**src/hdl/cops_pkg.sv**
```systemverilog
`timescale 1ns / 1ps
`default_nettype none

package cops_pkg;

   localparam int TICK_W  = 24;
   localparam int MODE_W  = 2;
   localparam int CSR_IDX_W = 3;
   localparam int CSR_DATA_W = TICK_W;

   // register indexes on the csr port
   localparam logic [CSR_IDX_W-1:0] REG_SHAPING_MODE = 3'd0;
   localparam logic [CSR_IDX_W-1:0] REG_SHORT_TICKS  = 3'd1;
   localparam logic [CSR_IDX_W-1:0] REG_MID_TICKS    = 3'd2;
   localparam logic [CSR_IDX_W-1:0] REG_LONG_TICKS   = 3'd3;
   localparam logic [CSR_IDX_W-1:0] REG_REMOTE_TICKS = 3'd4;
   localparam logic [CSR_IDX_W-1:0] REG_OTHER_TICKS  = 3'd5;

   // shaping modes
   localparam logic [MODE_W-1:0] MODE_FOLLOW = 2'd0;
   localparam logic [MODE_W-1:0] MODE_TRIP   = 2'd1;
   localparam logic [MODE_W-1:0] MODE_REMOTE = 2'd2;
   localparam logic [MODE_W-1:0] MODE_OTHER  = 2'd3;

   // reset values, 1 ms ticks
   localparam logic [TICK_W-1:0] SHORT_RST  = 24'd2;
   localparam logic [TICK_W-1:0] MID_RST    = 24'd40;
   localparam logic [TICK_W-1:0] LONG_RST   = 24'd100;
   localparam logic [TICK_W-1:0] REMOTE_RST = 24'd250;
   localparam logic [TICK_W-1:0] OTHER_RST  = 24'd1000;

   typedef enum logic [2:0] {
      PH_IDLE  = 3'd0,
      PH_START = 3'd1,
      PH_MID   = 3'd2,
      PH_LONG  = 3'd3,
      PH_HOLD  = 3'd4
   } phase_type;

   typedef struct packed {
      logic [MODE_W-1:0] mode;
      logic [TICK_W-1:0] short_ticks;
      logic [TICK_W-1:0] mid_ticks;
      logic [TICK_W-1:0] long_ticks;
      logic [TICK_W-1:0] remote_ticks;
      logic [TICK_W-1:0] other_ticks;
   } cfg_type;

endpackage

`default_nettype wire

```
**src/hdl/command_output_pulse_shaper.sv**
```systemverilog
`timescale 1ns / 1ps
`default_nettype none

// Command output pulse shaper.
// req channel: one transaction per timebase tick, carrying req_command_level.
// rsp channel: one transaction per req transaction, rsp_drive_out is the
// shaped drive level for that tick, in order.
// csr port: write-only registers (mode, short/mid/long/remote/other ticks);
// write only while no transaction is in flight.
// Each result is registered in the output register, or in the skid entry while rsp stalls.
// Throughput: one transaction per cycle while req_stall is low; the phase/count update
// is a single increment and compare stage between the state registers.
// An output register plus a one-entry skid register sit on rsp, so req keeps
// flowing while one result waits; req_stall rises only once both are full.
// Reset (synchronous) clears phase, tick count, both output entries and loads
// the register defaults (follow mode, thresholds for 1 ms ticks).
module command_output_pulse_shaper #(
   parameter int COUNT_WIDTH = 24
) (
   input  wire                              clock,
   input  wire                              reset,
   input  wire                              req_valid,
   output logic                             req_stall,
   input  wire                              req_command_level,
   output logic                             rsp_valid,
   input  wire                              rsp_stall,
   output logic                             rsp_drive_out,
   input  wire                              csr_write,
   input  wire [cops_pkg::CSR_IDX_W-1:0]    csr_index,
   input  wire [cops_pkg::CSR_DATA_W-1:0]   csr_wdata
);

   cops_pkg::cfg_type   cfg_ff;
   cops_pkg::phase_type phase_ff;
   cops_pkg::phase_type phase_in;
   logic [COUNT_WIDTH-1:0] count_ff;
   logic [COUNT_WIDTH-1:0] count_in;
   logic drive_in;

   logic out_valid_ff;
   logic out_data_ff;
   logic skid_valid_ff;
   logic skid_data_ff;

   logic req_take;
   logic rsp_take;

   assign req_stall = skid_valid_ff;
   assign req_take  = req_valid && !req_stall;
   assign rsp_valid = out_valid_ff;
   assign rsp_drive_out = out_data_ff;
   assign rsp_take  = out_valid_ff && !rsp_stall;

   always_ff @(posedge clock) begin
      if (reset) begin
         cfg_ff.mode         <= cops_pkg::MODE_FOLLOW;
         cfg_ff.short_ticks  <= cops_pkg::SHORT_RST;
         cfg_ff.mid_ticks    <= cops_pkg::MID_RST;
         cfg_ff.long_ticks   <= cops_pkg::LONG_RST;
         cfg_ff.remote_ticks <= cops_pkg::REMOTE_RST;
         cfg_ff.other_ticks  <= cops_pkg::OTHER_RST;
      end else if (csr_write) begin
         unique case (csr_index)
            cops_pkg::REG_SHAPING_MODE: cfg_ff.mode <= csr_wdata[cops_pkg::MODE_W-1:0];
            cops_pkg::REG_SHORT_TICKS:  cfg_ff.short_ticks  <= csr_wdata;
            cops_pkg::REG_MID_TICKS:    cfg_ff.mid_ticks    <= csr_wdata;
            cops_pkg::REG_LONG_TICKS:   cfg_ff.long_ticks   <= csr_wdata;
            cops_pkg::REG_REMOTE_TICKS: cfg_ff.remote_ticks <= csr_wdata;
            cops_pkg::REG_OTHER_TICKS:  cfg_ff.other_ticks  <= csr_wdata;
            default: begin
            end
         endcase
      end
   end

   cops_step #(
      .COUNT_WIDTH (COUNT_WIDTH)
   ) u_step (
      .cfg       (cfg_ff),
      .cmd       (req_command_level),
      .phase     (phase_ff),
      .count     (count_ff),
      .phase_nxt (phase_in),
      .count_nxt (count_in),
      .drive     (drive_in)
   );

   always_ff @(posedge clock) begin
      if (reset) begin
         phase_ff <= cops_pkg::PH_IDLE;
         count_ff <= '0;
      end else if (req_take) begin
         phase_ff <= phase_in;
         count_ff <= count_in;
      end
   end

   // output register with skid entry
   always_ff @(posedge clock) begin
      if (reset) begin
         out_valid_ff  <= 1'b0;
         skid_valid_ff <= 1'b0;
      end else if (skid_valid_ff) begin
         if (rsp_take) begin
            out_data_ff   <= skid_data_ff;
            skid_valid_ff <= 1'b0;
         end
      end else if (req_take) begin
         if (!out_valid_ff || rsp_take) begin
            out_data_ff  <= drive_in;
            out_valid_ff <= 1'b1;
         end else begin
            skid_data_ff  <= drive_in;
            skid_valid_ff <= 1'b1;
         end
      end else if (rsp_take) begin
         out_valid_ff <= 1'b0;
      end
   end

endmodule

`default_nettype wire

```
**src/hdl/cops_step.sv**
```systemverilog
`timescale 1ns / 1ps
`default_nettype none

// Next phase, next count and drive level for one tick.
module cops_step #(
   parameter int COUNT_WIDTH = 24
) (
   input  wire cops_pkg::cfg_type     cfg,
   input  wire                        cmd,
   input  wire cops_pkg::phase_type   phase,
   input  wire [COUNT_WIDTH-1:0]      count,
   output cops_pkg::phase_type        phase_nxt,
   output logic [COUNT_WIDTH-1:0]     count_nxt,
   output logic                       drive
);

   localparam int CMP_W = (COUNT_WIDTH > cops_pkg::TICK_W) ? COUNT_WIDTH : cops_pkg::TICK_W;
   localparam logic [COUNT_WIDTH-1:0] CNT_MAX = {COUNT_WIDTH{1'b1}};

   logic [COUNT_WIDTH-1:0]      inc;
   logic [COUNT_WIDTH-1:0]      limit_clamped;
   logic [cops_pkg::TICK_W-1:0] limit;

   function automatic logic reached(input logic [COUNT_WIDTH-1:0] c,
                                    input logic [cops_pkg::TICK_W-1:0] t);
      reached = CMP_W'(c) >= CMP_W'(t);
   endfunction

   function automatic logic [COUNT_WIDTH-1:0] clamp(input logic [cops_pkg::TICK_W-1:0] t);
      logic [CMP_W-1:0] t_ext;
      t_ext = CMP_W'(t);
      if (t_ext > CMP_W'(CNT_MAX)) clamp = CNT_MAX;
      else clamp = COUNT_WIDTH'(t_ext);
   endfunction

   assign inc = (count == CNT_MAX) ? count : count + 1'b1;

   always_comb begin
      unique case (cfg.mode)
         cops_pkg::MODE_TRIP:   limit = cfg.long_ticks;
         cops_pkg::MODE_REMOTE: limit = cfg.remote_ticks;
         default:               limit = cfg.other_ticks;
      endcase
   end

   assign limit_clamped = clamp(limit);

   always_comb begin
      phase_nxt = phase;
      count_nxt = count;
      unique case (cfg.mode)
         cops_pkg::MODE_FOLLOW: begin
         end
         cops_pkg::MODE_TRIP: begin
            if (cmd) begin
               unique case (phase)
                  cops_pkg::PH_IDLE: begin
                     phase_nxt = cops_pkg::PH_START;
                     count_nxt = inc;
                  end
                  cops_pkg::PH_START: begin
                     count_nxt = inc;
                     if (reached(inc, cfg.short_ticks)) phase_nxt = cops_pkg::PH_MID;
                  end
                  cops_pkg::PH_MID: begin
                     count_nxt = inc;
                     if (reached(inc, cfg.mid_ticks)) phase_nxt = cops_pkg::PH_LONG;
                  end
                  cops_pkg::PH_LONG: begin
                     count_nxt = inc;
                     if (reached(inc, cfg.long_ticks)) phase_nxt = cops_pkg::PH_HOLD;
                  end
                  cops_pkg::PH_HOLD: begin
                     count_nxt = limit_clamped;
                  end
                  default: begin
                     phase_nxt = cops_pkg::PH_IDLE;
                     count_nxt = '0;
                  end
               endcase
            end else if (phase == cops_pkg::PH_MID) begin
               // released in mid phase: stretch out to mid_ticks
               count_nxt = inc;
               if (reached(inc, cfg.mid_ticks)) begin
                  phase_nxt = cops_pkg::PH_IDLE;
                  count_nxt = '0;
               end
            end else begin
               phase_nxt = cops_pkg::PH_IDLE;
               count_nxt = '0;
            end
         end
         default: begin
            if (!cmd) begin
               phase_nxt = cops_pkg::PH_IDLE;
               count_nxt = '0;
            end else begin
               unique case (phase)
                  cops_pkg::PH_IDLE: begin
                     phase_nxt = cops_pkg::PH_START;
                     count_nxt = inc;
                  end
                  cops_pkg::PH_START: begin
                     count_nxt = inc;
                     if (reached(inc, limit)) phase_nxt = cops_pkg::PH_MID;
                  end
                  cops_pkg::PH_MID: begin
                     count_nxt = limit_clamped;
                  end
                  default: begin
                     // trip-only phases mean nothing here
                     phase_nxt = cops_pkg::PH_IDLE;
                     count_nxt = '0;
                  end
               endcase
            end
         end
      endcase
   end

   always_comb begin
      if (cfg.mode == cops_pkg::MODE_FOLLOW) drive = cmd;
      else drive = (count_nxt != '0) && !reached(count_nxt, limit);
   end

endmodule

`default_nettype wire

```
**config.mk**
```make
export PLATFORM = sky130hd
export DESIGN_NAME = command_output_pulse_shaper
export DESIGN_NICKNAME = d
export VERILOG_FILES = /design/src/hdl/cops_pkg.sv /design/src/hdl/command_output_pulse_shaper.sv /design/src/hdl/cops_step.sv
export SDC_FILE = /design/constraint.sdc
export NUM_CORES = 1
export LEC_CHECK = 0
export ABC_AREA = 0
export ABC_CLOCK_PERIOD_IN_PS = 7300
export BUFFER_PORTS_ARGS = -buffer_cell sky130_fd_sc_hd__buf_2
export CAP_MARGIN = 15
export CELL_PAD_IN_SITES_DETAIL_PLACEMENT = 0
export CELL_PAD_IN_SITES_GLOBAL_PLACEMENT = 1
export CORE_MARGIN = 5
export CORE_UTILIZATION = 35
export CTS_BUF_LIST = sky130_fd_sc_hd__clkbuf_4 sky130_fd_sc_hd__clkbuf_8
export CTS_CLUSTER_DIAMETER = 150
export CTS_CLUSTER_SIZE = 12
export DETAILED_ROUTE_END_ITERATION = 10
export GPL_TIMING_DRIVEN = 1
export MAX_ROUTING_LAYER = met4
export PLACE_DENSITY = 0.64
export SLEW_MARGIN = 30
export SYNTH_ARGS = -nofsm -noshare
export SYNTH_HDL_FRONTEND = slang
export SYNTH_SLANG_ARGS = --single-unit
```
**constraint.sdc**
```tcl
create_clock -name clock -period 7.3 [get_ports clock]
set_input_delay 0.73 -clock clock [delete_from_list [all_inputs] [get_ports clock]]
set_output_delay 0.73 -clock clock [all_outputs]
set_load 0.1 [all_outputs]
```
Yosys cells after proc, flatten, opt, wreduce, memory -nomap -nowiden. Cells that the tools add are included.

$add $sub $neg: 1. Magnitude comparators: 6. Equality and inequality tests: 21. Multiplexer cells: 33. Bitwise operators: 4. Reduce and logical (&&, ||, !) cells: 27.

Operators with widths (count): case mux 24 bit (2 select lines) (4); 2-to-1 mux 24 bit (6); >= comparator 24 bit (5); adder 24 x 1 -> 24 bit (second input constant) (1); equality test 24 bit (second input constant) (1); greater-than comparator 24 bit (second input constant) (1); 2-to-1 mux 3 bit (8); nonzero test 24 bit (1); case mux 3 bit (5 select lines) (1); equality test 3 x 2 -> 1 bit (second input constant) (4); 2-to-1 mux 1 bit (12); inequality test 4 x 3 -> 1 bit (second input constant) (3); AND reduction 2 bit (6); equality test 3 bit (second input constant) (3); case mux 3 bit (3 select lines) (1); AND reduction 9 bit (1); AND reduction 4 bit (2); equality test 3 x 1 -> 1 bit (second input constant) (2); logical NOT 3 bit (2); inequality test 3 x 2 -> 1 bit (second input constant) (2); inequality test 3 bit (second input constant) (2); case mux 3 bit (2 select lines) (1); nonzero test 2 bit (3); logical NOT 1 bit (4); other kinds (10) (16).

Bits in registers: 153. Output and inout bits: 3.

Longest topological paths before layout.
Depth in word-level cells: 14. Mapped depth: 26. Depth with buffers taken out: 25.

By module. From an unflattened synthesis, not the netlist that was laid out.

Cell total of the unflattened synthesis: 1448. Area, all modules: 10700.3 sq um.

Modules (own cells, without submodules): command_output_pulse_shaper (times used 1, cells each 665, area an instance 5449.0 sq um); cops_step (times used 1, cells each 783, area an instance 5251.3 sq um).

Least setup slack after synthesis. Ideal clock, no wire load.

Path type: register to register. Start: register count_ff[0]. End: register out_data_ff (netlist: rsp_drive_out) (data pin). Library setup time: 0.147 ns. Data arrival time: 5.215 ns. Setup slack: 1.938 ns. Stages on the path, launching flop included: 26. Period minus slack after synthesis: 5.362 ns. Path through: dfxtp_1 -> ha_1 -> nand2_1 -> or4_4 -> buf_6 -> o211a_1 -> and3_4 -> xor2_2 -> ha_1 -> a21oi_1 -> o21a_1 -> o221ai_1 -> a211oi_1 -> and2_1 -> a221oi_1 -> ha_1 -> nand2b_1 -> a21o_1 -> a21o_1 -> a211oi_1 -> o31ai_1 -> a21o_1 -> a221oi_1 -> o311a_1 -> o41ai_2 -> a21oi_1.

Longest elaborated chain between the ends: 14.

Ends and longest elaborated chain: start: declaration (RTL line command_output_pulse_shaper.sv:36) `logic [COUNT_WIDTH-1:0] count_ff;`; start signal: assignment (RTL line command_output_pulse_shaper.sv:94) `count_ff <= count_in;`; adder 24 x 1 -> 24 bit / equality test 24 bit (equally long branches) (RTL line cops_step.sv:36) `assign inc = (count == CNT_MAX) ? count : count + 1'b1;`; 2-to-1 mux 24 bit (RTL line cops_step.sv:36); >= comparator 24 bit (RTL line cops_step.sv:26) `reached = CMP_W'(c) >= CMP_W'(t);`; 2-to-1 mux 24 bit (RTL line cops_step.sv:84) `if (reached(inc, cfg.mid_ticks)) begin`; 2-to-1 mux 24 bit (RTL line cops_step.sv:81) `end else if (phase == cops_pkg::PH_MID) begin`; 2-to-1 mux 24 bit (RTL line cops_step.sv:55) `if (cmd) begin`; case mux 24 bit (2 select lines) * (RTL line cops_step.sv:51) `unique case (cfg.mode)`; >= comparator 24 bit (RTL line cops_step.sv:26); logical NOT 1 bit (RTL line cops_step.sv:123) `else drive = (count_nxt != '0) && !reached(count_nxt, limit);`; logical AND 1 bit * (RTL line cops_step.sv:123); 2-to-1 mux 1 bit * (RTL line cops_step.sv:122) `if (cfg.mode == cops_pkg::MODE_FOLLOW) drive = cmd;`; 2-to-1 mux 1 bit * (RTL line command_output_pulse_shaper.sv:109) `if (!out_valid_ff || rsp_take) begin`; 2-to-1 mux 1 bit * (RTL line command_output_pulse_shaper.sv:108) `end else if (req_take) begin`; 2-to-1 mux 1 bit * (RTL line command_output_pulse_shaper.sv:103) `end else if (skid_valid_ff) begin`; end signal: assignment (RTL line command_output_pulse_shaper.sv:105) `out_data_ff <= skid_data_ff;`; end signal: assignment (RTL line command_output_pulse_shaper.sv:110) `out_data_ff <= drive_in;`; end: declaration (RTL line command_output_pulse_shaper.sv:41) `logic out_data_ff;`.

Mark *: on every way between the ends. The rest lies on a longest branch, timed or not. The select of a mux whose other input is x is not followed. A chain may end at the register's enable or synchronous reset.

Worst setup path after layout.
Start: register count_ff[0]. End: register out_data_ff (netlist: rsp_drive_out) (data pin).

Longest elaborated chain between the ends: 14.

Ends and longest elaborated chain: adder 24 x 1 -> 24 bit / equality test 24 bit (equally long branches) (RTL line cops_step.sv:36); 2-to-1 mux 24 bit * (RTL line cops_step.sv:36); >= comparator 24 bit (RTL line cops_step.sv:26); 2-to-1 mux 24 bit (RTL line cops_step.sv:84); 2-to-1 mux 24 bit (RTL line cops_step.sv:81); 2-to-1 mux 24 bit (RTL line cops_step.sv:55); case mux 24 bit (2 select lines) * (RTL line cops_step.sv:51); named net count_in[18] (RTL line command_output_pulse_shaper.sv:37) `logic [COUNT_WIDTH-1:0] count_in;`; >= comparator 24 bit (RTL line cops_step.sv:26); logical NOT 1 bit (RTL line cops_step.sv:123); logical AND 1 bit * (RTL line cops_step.sv:123); 2-to-1 mux 1 bit * (RTL line cops_step.sv:122); 2-to-1 mux 1 bit * (RTL line command_output_pulse_shaper.sv:109); 2-to-1 mux 1 bit * (RTL line command_output_pulse_shaper.sv:108); 2-to-1 mux 1 bit * (RTL line command_output_pulse_shaper.sv:103).

The timed path passes the listed nets; every way through them passes the cells marked *. The select of a mux whose other input is x is not followed.

==> reports/summary.md <==
Run status
- result of the run: completed

Drt
- aggregate routed wire length: 41.7 mm
- number of nets with antenna violations after detailed routing: 0
- routed via count: 11100
- DR vias/cell: 5.66
- wire length per cell after detailed routing: 21.3 um
- number of iterations in the first detailed-routing pass: 5
- number of DRC markers in iteration 0: 839
- post-route DRC violation count: 0

Job
- maximum capacitance violations: 0

Synth
- number of enable flip-flop cells after synthesis: 2
- post-synth top area cell: sky130_fd_sc_hd__dfxtp_1
- top-count cell post-synth: sky130_fd_sc_hd__nand2_1
- average cell area after synthesis: 7.22 um2
- Cells after Synth: 1537
- net count after synthesis: 1693
- portion of the post-synthesis area used by sequential elements: 0.278
- commonest cells in the synthesized netlist: sky130_fd_sc_hd__nand2_1 (343), sky130_fd_sc_hd__a21oi_1 (214), sky130_fd_sc_hd__dfxtp_1 (151)
- top-area cell type share of the netlist area: 0.272
- Cell Area, Synth: 11100 um2
- post-synth cell types: 85
- total of flip-flops plus latches after synthesis: 153
- Area contributors post-synth: sky130_fd_sc_hd__dfxtp_1 (27%), sky130_fd_sc_hd__ha_1 (14%), sky130_fd_sc_hd__nand2_1 (12%), sky130_fd_sc_hd__a21oi_1 (9.7%), sky130_fd_sc_hd__inv_1 (3.2%)
- Top FF cell, synth: sky130_fd_sc_hd__dfxtp_1
- Syn. warnings: 0
- fraction of registers with async set/reset: 0

STA
- final-report setup violation count: 0
- number of max-slew violations in the final report: 0
- unrepaired setup endpoints after global routing: no
- achievable frequency: 158 MHz
- final sum of negative setup slack: 0 ns
- Worst Tran Pin Value: 0.961 ns
- Worst slew margin: 0.360
- portion of the clock cycle consumed by the worst path in the final layout: 0.868
- post-layout min period: 6.34 ns
- count of final hold-check violations: 0
- clock skew after layout: 0.0173 ns

Global route
- number of antenna violations at the first check in global routing: 0
- remaining global-route overflow: 0
- vias in the first global route: 10600
- pin count of the biggest net entering global routing: 86
- first-pass GRT wire length: 64.4 mm
- GRT Total Usage: 0.240

Finish
- fraction of final layout cells with drive strength greater than 1: 0.0955
- Area growth, synth to finish: 9.59%
- multi-input gate area in the final layout: 7240 um2
- final net count: 1704
- Final Non-Filler Cells: 1962
- number of inserted filler cells in the final layout: 3407
- register area: 3080 um2
- Diodes inserted: 0

Die
- Placement Rows: 65
- area enclosed by the die boundary: 35400 um2
- width of the die: 188 um
- placeable core area: 31400 um2
- vertical die dimension: 188 um
- starting density of the core: 0.353
- Boundary Pins: 36

Placed design
- I/O Buffers: 35
- final weighted congestion of routability-driven global placement: 0.952
- DP HPWL: 31.2 mm
- DP Cell Count: 1931

Clocking
- Clock Path Buffers: 2
- clock tree from TritonCTS: yes
- number of hold buffers added after CTS: 0
- H-tree depth reported by CTS: 4
- clock insertion delay at the later pin of the skew report: 0.50 ns
- number of clock sinks: 153
- Setup Buffers After CTS: 0
- number of resized instances in the post-cts repair step: 0
- clock edge transition at the registers on the reported setup and hold paths: 0.10 ns
- cell at the root of the clock tree: sky130_fd_sc_hd__clkbuf_8
- total clock buffers created by CTS: 17

Setup path
- critical path required time: 7.66 ns
- endpoint arrival time on the critical path: 6.69 ns
- worst setup path class: reg -> reg
- element type at the critical path end: flop
- peak fanout along the critical path: 13
- kind of launch point of the worst setup path: flop

Power
- power per unit of standard cell area: 156 nW/um2
- Max VDD drop: 0.114 mV
- Lkg Pwr: 0.00481 uW

Hold path
- HP Class: reg -> reg

[flip-flops by register name (all words and copies together), names as in the netlist]
signal,count
rsp_drive_out,1
req_stall,1
cfg_ff,122
count_ff,24
phase_ff,3
skid_data_ff,1
rsp_valid,1
[path summary, 6_finish.rpt]
kind | cells past startpoint | end | startpoint | slack, ns
worst max-delay path | 25 | rsp_drive_out | count_ff[0] | 0.96
worst min-delay path | 2 | cfg_ff[99] | cfg_ff[99] | 0.46
worst min register to register | 2 | cfg_ff[99] | cfg_ff[99] | 0.46
worst max register to register | 25 | rsp_drive_out | count_ff[0] | 0.96
[placed cells by master, fill, tap and decap left out, types with 8 or more instances in the layout]
cell and n:
sky130_fd_sc_hd__o211ai_1 8, sky130_fd_sc_hd__nand3_1 20, sky130_fd_sc_hd__buf_4 53, sky130_fd_sc_hd__a211oi_1 17
sky130_fd_sc_hd__ha_1 122, sky130_fd_sc_hd__dfxtp_1 151, sky130_fd_sc_hd__inv_1 96, sky130_fd_sc_hd__nor2_1 89
sky130_fd_sc_hd__buf_2 34, sky130_fd_sc_hd__nand3b_1 15, sky130_fd_sc_hd__nand2_1 342, sky130_fd_sc_hd__o21ai_0 64
sky130_fd_sc_hd__o221ai_1 11, sky130_fd_sc_hd__nor2b_1 15, sky130_fd_sc_hd__nand2b_1 15, sky130_fd_sc_hd__a22oi_1 21
sky130_fd_sc_hd__a21oi_1 214, sky130_fd_sc_hd__a221oi_1 10, sky130_fd_sc_hd__clkbuf_8 19, sky130_fd_sc_hd__nand4_1 19
sky130_fd_sc_hd__nor3_1 31, sky130_fd_sc_hd__a21o_1 33
[where the power goes]
part           switching, uW  internal [uW]  total (uW)  leakage (uW)
Combinational            215            113         328       0.00337
Clock                    371            325         696      0.000204
Sequential              18.3            857         875       0.00124
Total                    605           1290        1900       0.00481
[layout make-up]
class	count	share of cell area
Multi-Input combinational cell	1192	0.595
Sequential cell	153	0.254
Timing Repair Buffer	87	0.0467
Tap cell	402	0.0414
Inverter	97	0.0299
Clock buffer	19	0.0215
Clock inverter	12	0.0116
[metrics by stage]
step                      hold slack, ns  setup slack [ns]  area [um2]  power (uW)  utilization
after detailed placement           0.447              1.09       11800        1220        0.374
final                              0.459             0.963       12200        1900        0.387
after global routing               0.479             0.510       12200        1990        0.387
after global placement             0.442              1.20       11800        1220        0.374
after floorplan                    0.433              1.94       11100        1100            -
after CTS                          0.460              1.03       12200        1920        0.387
[kinds of logic (layout without fill, tap and decap cells)]
kind of cell	after synthesis	count (layout)	synth area share
AOI/OAI and AO/OA	453	453	0.252
xor gates and xnor gates	14	14	0.0117
adders and majority gates	123	123	0.139
buffers and inverters	192	215	0.0721
DFF	153	153	0.278
muxes	8	8	0.00733
and+or+nand+nor	594	594	0.240
[routing by layer]
metal,part of all wire,GRT usage,up-vias,wire length (um)
met1,0.48,0.336,5254,19900
met5,0,-,-,0
li1,-,-,5407,-
met2,0.44,0.364,370,18400
met4,0.025,0.0644,0,1040
met3,0.058,0.0329,67,2410
[critical path, stage by stage, from the launching register on]
cell and delay [ns]:
sky130_fd_sc_hd__dfxtp_1 0.45, sky130_fd_sc_hd__ha_1 0.24, sky130_fd_sc_hd__nand2_1 0.17, sky130_fd_sc_hd__nor4_4 0.36, sky130_fd_sc_hd__nand2_1 0.07, sky130_fd_sc_hd__or4b_2 0.63, sky130_fd_sc_hd__xnor2_1 0.58, sky130_fd_sc_hd__ha_1 0.24
sky130_fd_sc_hd__nand4_1 0.10, sky130_fd_sc_hd__nor3_1 0.32, sky130_fd_sc_hd__o21a_1 0.19, sky130_fd_sc_hd__a211oi_2 0.04, sky130_fd_sc_hd__buf_4 0.23, sky130_fd_sc_hd__nand2_1 0.33, sky130_fd_sc_hd__nor3_1 0.09, sky130_fd_sc_hd__o31ai_1 0.41
sky130_fd_sc_hd__inv_1 0.09, sky130_fd_sc_hd__ha_1 0.30, sky130_fd_sc_hd__a21o_1 0.16, sky130_fd_sc_hd__a21oi_1 0.14, sky130_fd_sc_hd__nor2_1 0.06, sky130_fd_sc_hd__a2111oi_0 0.32, sky130_fd_sc_hd__buf_4 0.20, sky130_fd_sc_hd__o311a_1 0.17
sky130_fd_sc_hd__o41ai_2 0.11, sky130_fd_sc_hd__a21oi_1 0.16
Power figures use the tool's default switching activity.
